===== config.mk =====
export PLATFORM = sky130hd
export DESIGN_NAME = lpht_cmd_q
export DESIGN_NICKNAME = d
export VERILOG_FILES = /design/src/hdl/lpht_pkg.sv /design/src/hdl/lpht_cmd_q.sv
export VERILOG_INCLUDE_DIRS = /design/src /design/src/hdl
export SDC_FILE = /design/constraint.sdc
export NUM_CORES = 1
export LEC_CHECK = 0
export BUFFER_PORTS_ARGS = -buffer_cell sky130_fd_sc_hd__buf_4
export CAP_MARGIN = 20
export CORE_ASPECT_RATIO = 0.8
export CORE_MARGIN = 5
export CORE_UTILIZATION = 46
export CTS_CLUSTER_SIZE = 28
export DETAILED_ROUTE_END_ITERATION = 8
export PLACE_DENSITY = 0.81
export SYNTH_ARGS = -nofsm -noshare
export SYNTH_HDL_FRONTEND = slang
export SYNTH_SLANG_ARGS = --single-unit
export TNS_END_PERCENT = 50

===== constraint.sdc =====
create_clock -name clk -period 2.75 [get_ports clk]
set_input_delay 0.1375 -clock clk [delete_from_list [all_inputs] [get_ports clk]]
set_output_delay 0.1375 -clock clk [all_outputs]
set_load 0.01 [all_outputs]

===== src/hdl/assert_macros.svh =====
// ----------------------------------------------------------------------------
// assert_macros.svh
// shared concurrent assertion macros, sampled on clk, off during reset
// ----------------------------------------------------------------------------
`ifndef ASSERT_MACROS_SVH
`define ASSERT_MACROS_SVH

// plain property, checked every cycle out of reset
`define ASSERT_CLK(label, prop, msg) \
    label: assert property (@(posedge clk) disable iff (!rst_n) (prop)) else $error(msg);

// same-cycle implication
`define ASSERT_IMPLY(label, ante, cons, msg) \
    `ASSERT_CLK(label, (ante) |-> (cons), msg)

// next-cycle implication
`define ASSERT_NEXT(label, ante, cons, msg) \
    `ASSERT_CLK(label, (ante) |=> (cons), msg)

`endif


===== src/hdl/lpht_pkg.sv =====
// ----------------------------------------------------------------------------
// lpht_pkg
// types and constants of the linear probing hash table
// ----------------------------------------------------------------------------
package lpht_pkg;

    localparam int SLOT_W        = 4;
    localparam int TABLE_SLOTS   = 1 << SLOT_W;
    localparam int KEY_W         = 31;
    localparam int REQ_W         = 2;
    localparam int STATUS_W      = 3;
    localparam int SLOT_FIELD_W  = 4;
    localparam int PROBE_FIELD_W = 5;
    localparam int CMDQ_PTR_W    = 1;
    localparam int CMDQ_DEPTH    = 1 << CMDQ_PTR_W;

    localparam logic [REQ_W-1:0] REQ_INSERT    = 2'd0;
    localparam int               REQ_CLEAR_BIT = 1;

    typedef enum logic [1:0] {
        OP_INSERT,
        OP_SEARCH,
        OP_CLEAR
    } op_t;

    typedef enum logic [STATUS_W-1:0] {
        ST_INSERTED = 3'd0,
        ST_FULL     = 3'd1,
        ST_FOUND    = 3'd2,
        ST_ABSENT   = 3'd3,
        ST_CLEARED  = 3'd4
    } status_t;

    typedef struct packed {
        op_t               op;
        logic [KEY_W-1:0]  key;
        logic [SLOT_W-1:0] home;
    } cmd_t;

endpackage


===== src/hdl/lpht_cmd_q.sv =====
// ----------------------------------------------------------------------------
// lpht_cmd_q
// small command queue between the request decoder and the probe engine
// ----------------------------------------------------------------------------
`include "assert_macros.svh"

module lpht_cmd_q import lpht_pkg::*;
(
    input  logic clk,
    input  logic rst_n,
    input  logic push_valid,
    output logic push_ready,
    input  cmd_t push_cmd,
    output logic pop_valid,
    input  logic pop_ready,
    output cmd_t pop_cmd
);

    cmd_t                  entry_reg [CMDQ_DEPTH];
    logic [CMDQ_PTR_W-1:0] wr_ptr_reg;
    logic [CMDQ_PTR_W-1:0] rd_ptr_reg;
    logic [CMDQ_PTR_W:0]   count_reg;
    logic                  push;
    logic                  pop;

    assign push_ready = (count_reg != (CMDQ_PTR_W+1)'(CMDQ_DEPTH));
    assign pop_valid  = (count_reg != '0);
    assign push       = push_valid && push_ready;
    assign pop        = pop_valid && pop_ready;
    assign pop_cmd    = entry_reg[rd_ptr_reg];

    always_ff @(posedge clk or negedge rst_n)
    begin
        if (!rst_n)
        begin
            wr_ptr_reg <= '0;
            rd_ptr_reg <= '0;
            count_reg  <= '0;
        end
        else
        begin
            if (push)
            begin
                wr_ptr_reg <= wr_ptr_reg + 1'b1;
            end
            if (pop)
            begin
                rd_ptr_reg <= rd_ptr_reg + 1'b1;
            end
            unique case ({push, pop})
                2'b10:   count_reg <= count_reg + 1'b1;
                2'b01:   count_reg <= count_reg - 1'b1;
                default: count_reg <= count_reg;
            endcase
        end
    end

    always_ff @(posedge clk)
    begin
        if (push)
        begin
            entry_reg[wr_ptr_reg] <= push_cmd;
        end
    end

    `ASSERT_CLK(a_count_bound, count_reg <= (CMDQ_PTR_W+1)'(CMDQ_DEPTH), "queue count overflow")

endmodule


==> flow_metrics.env <==
export IMPL_status="finished, final reports clean"
export IMPL_antenna_found_initial=0
export IMPL_final_fill_count=430
export IMPL_finalMaxSlewViolations=0
export IMPL_clkPwrFrac_pct=21.4
export IMPL_synth_top_area_cell="edfxtp_1"
export IMPL_finClkSkew_ns=0.006039
export IMPL_min_period_ns=1.938
export IMPL_numPortBuffers=79
export IMPL_cts_resized_gates=0
export IMPL_dp_cells=295
export IMPL_timing_critical_path_required_ns=2.61
export IMPL_synth_top_cell_area_share_pct=75.38
export IMPL_grt_start_max_net_pins=38
export IMPL_synth_xor_area_share_pct=1.486
export IMPL_synthAdderAreaFrac_pct=0.4244
export IMPL_fp_row_count=26
export IMPL_fin_tns_setup_ns=0
export IMPL_n_antenna_cell=0
export IMPL_ios=80
export IMPL_clockBufferDepth=2
export IMPL_p_sw_share_pct=27.16
export IMPL_routedWlPerCell_um=15.17
export IMPL_rsz0062_at_grt="false"
export IMPL_fin_ws_ns=0.8116
export IMPL_antenna_left=0
export IMPL_fmax_mhz=515.9
export IMPL_die_area_mm2=0.008119
export IMPL_power_net_switching_mw=1.101
export IMPL_final_area_mm2=0.004245
export IMPL_intPower_mw=2.952
export IMPL_ir_worst_vdd_mv=0.6656
export IMPL_setup_viol_count_final=0
export IMPL_insertion_delay_ns=0.33
export IMPL_cts_buffers=9
export IMPL_worstPathArrival_ns=1.80
export IMPL_cts_tree="built"
export IMPL_dr_pass1_iters=4
export IMPL_drc=0
export IMPL_setup_worst_path_class="register to output pin"
export IMPL_overflow=0
export IMPL_yosysSeqAreaShare_pct=78.78
export IMPL_drive_gt1_share_pct=51.70
export IMPL_syn2layout_area_growth_pct=44.02
export IMPL_final_period_utilization_pct=70.49
export IMPL_nNetsFinal=302
export IMPL_hp_class="input port to register"
export IMPL_gp_congestion=0.7054
export IMPL_end_kind="output pin"
export IMPL_routed_wl_um=5294
export IMPL_synth_top_family_by_area="multiplexers"
export IMPL_ys_seq_elements=78
export IMPL_syn_nets=174
export IMPL_power_leakage_nw=1.676
export IMPL_cts_sinks=78
export IMPL_cts_setup_buffers=0
export IMPL_clkTransAtPathRegs_ns=0.07
export IMPL_netlist_cell_type_count=15
export IMPL_placed_area_mm2=0.003660
export IMPL_grt_pass1_vias=1661
export IMPL_yosys_warnings=0
export IMPL_muxShareOfSynthArea_pct=16.68
export IMPL_syn_area_mm2=0.002948
export IMPL_whs_ns=0.1155
export IMPL_grt_pass1_wl_um=8183
export IMPL_r2r_slack_ns=1.14
export IMPL_finalNonFillerCells=349
export IMPL_viasPerCell=4.610
export IMPL_pre_cts_ws_ns=1.119
export IMPL_max_cap_violations=0
export IMPL_synth_simple_area_share_pct=1.316
export IMPL_synth_area_leaders="edfxtp_1 75%, mux2_4 10%, mux2_2 6.5%"
export IMPL_ctsHtreeMaxLevel=3
export IMPL_detailed_place_hpwl_um=3445
export IMPL_core_area_mm2=0.006311
export IMPL_start_util_pct=46.71
export IMPL_clock_tree_root_cell="clkbuf_8"
export IMPL_drtIter0Drc=37
export IMPL_crit_fanout=20
export IMPL_worst_pin_slew_ns=0.5303
export IMPL_comb_power_share_pct=34.9
export IMPL_die_w_um=99.50
export IMPL_synth_compound_area_share_pct=0
export IMPL_p_per_area_mw_per_mm2=954.6
export IMPL_startpoint_type="register"
export IMPL_routed_via_count=1609
export IMPL_synth_area_per_cell_um2=22.33
export IMPL_largest_reg_flops=74
export IMPL_max_slew_margin_pct=64.65
export IMPL_grt_usage_pct=13.63
export IMPL_hold_viol_final=0
export IMPL_netlist_instances=132
export IMPL_die_h_um=81.60
export IMPL_p_seq_share_pct=43.8
==> layout make-up <==
cell class	instances	area [µm²]	share of cell area, %
tap	84	105.1	2.476
multi-input combinational	50	595.6	14.03
timing repair buffer	121	1016	23.93
clock inverter	5	73.82	1.739
sequential	78	2323	54.73
clock buffer	11	131.4	3.095
==> cells by family after synthesis <==
kind of cell               Yosys count
adders and majority gates            1
and+or+nand+nor                      7
xor gates and xnor gates             5
DFF                                 78
muxes                               37
buffers and inverters                4
==> metal layers <==
metal  GRT usage, %  vias up  wire, µm
met1          16.72      785      2272
met2          22.72       50      2637
li1               -      768         -
met5              0        -         0
met3          3.141        6       327
met4          7.367        0        57
==> through the flow <==
stage,util (%),power [mW]
CTS,67.27,4.110
detailed placement,57.99,3.194
global placement,57.99,3.150
floorplan,-,2.600
global route,67.27,4.263
finish,67.27,4.053
==> synth_stat cells <==
cell type and number:
nor2_1 2, and2_4 1, and3_1 1, buf_6 3, edfxtp_1 74, xor2_1 2, or2_1 1, nand2_1 1
nand2b_1 1, ha_1 1, xnor2_1 3, dfrtp_1 4, buf_2 1, mux2_2 17, mux2_4 20
==> repair_timing <==
item | CTS | global route
hold endpoints to repair | 77 | 0
setup endpoints to repair | 0 | 0
hold buffers | 38 | 0
==> critical path, stage by stage, from the launching register on <==
cell and delay, ns:
dfrtp_2 0.71, buf_12 0.26, mux2_2 0.36, buf_4 0.15
==> layout by cell type, fill, tap and decap left out <==
master	n
mux2_4	20
dfrtp_1	3
and3_2	1
clkinv_2	2
or2_1	1
bufinv_16	2
nand2_1	1
xor2_1	2
dlygate4sd3_1	38
clkinv_1	1
dfrtp_2	1
nor2_4	1
nand2b_1	1
nor2_1	1
mux2_2	17
clkbuf_8	9
xnor2_1	3
buf_12	1
and2_4	1
buf_4	82
clkbuf_1	2
ha_1	1
edfxtp_1	74
==> worst paths after layout <==
| kind | startpoint | end | depth (start not counted) |
|---|---|---|---|
| min reg2reg | count_reg[1] | count_reg[1] | 1 |
| max | rd_ptr_reg | pop_cmd[18] | 3 |
| min in group asynchronous | rst_n | count_reg[1] | 2 |
| max in group asynchronous | rst_n | rd_ptr_reg | 2 |
| min | pop_ready | rd_ptr_reg | 3 |
| max reg2reg | count_reg[0] | entry_reg[0][22] | 4 |
==> power by group through the flow <==
stage          Clock (mW)  Combinational, mW  Sequential (mW)
2_1_floorplan           0              0.881             1.72
3_3_place_gp            0               1.36             1.79
3_5_place_dp            0               1.38             1.81
4_1_cts             0.899               1.43             1.78
5_1_grt             0.949               1.51             1.81
6_report            0.867               1.41             1.77
(Power assumes the default switching activity.)
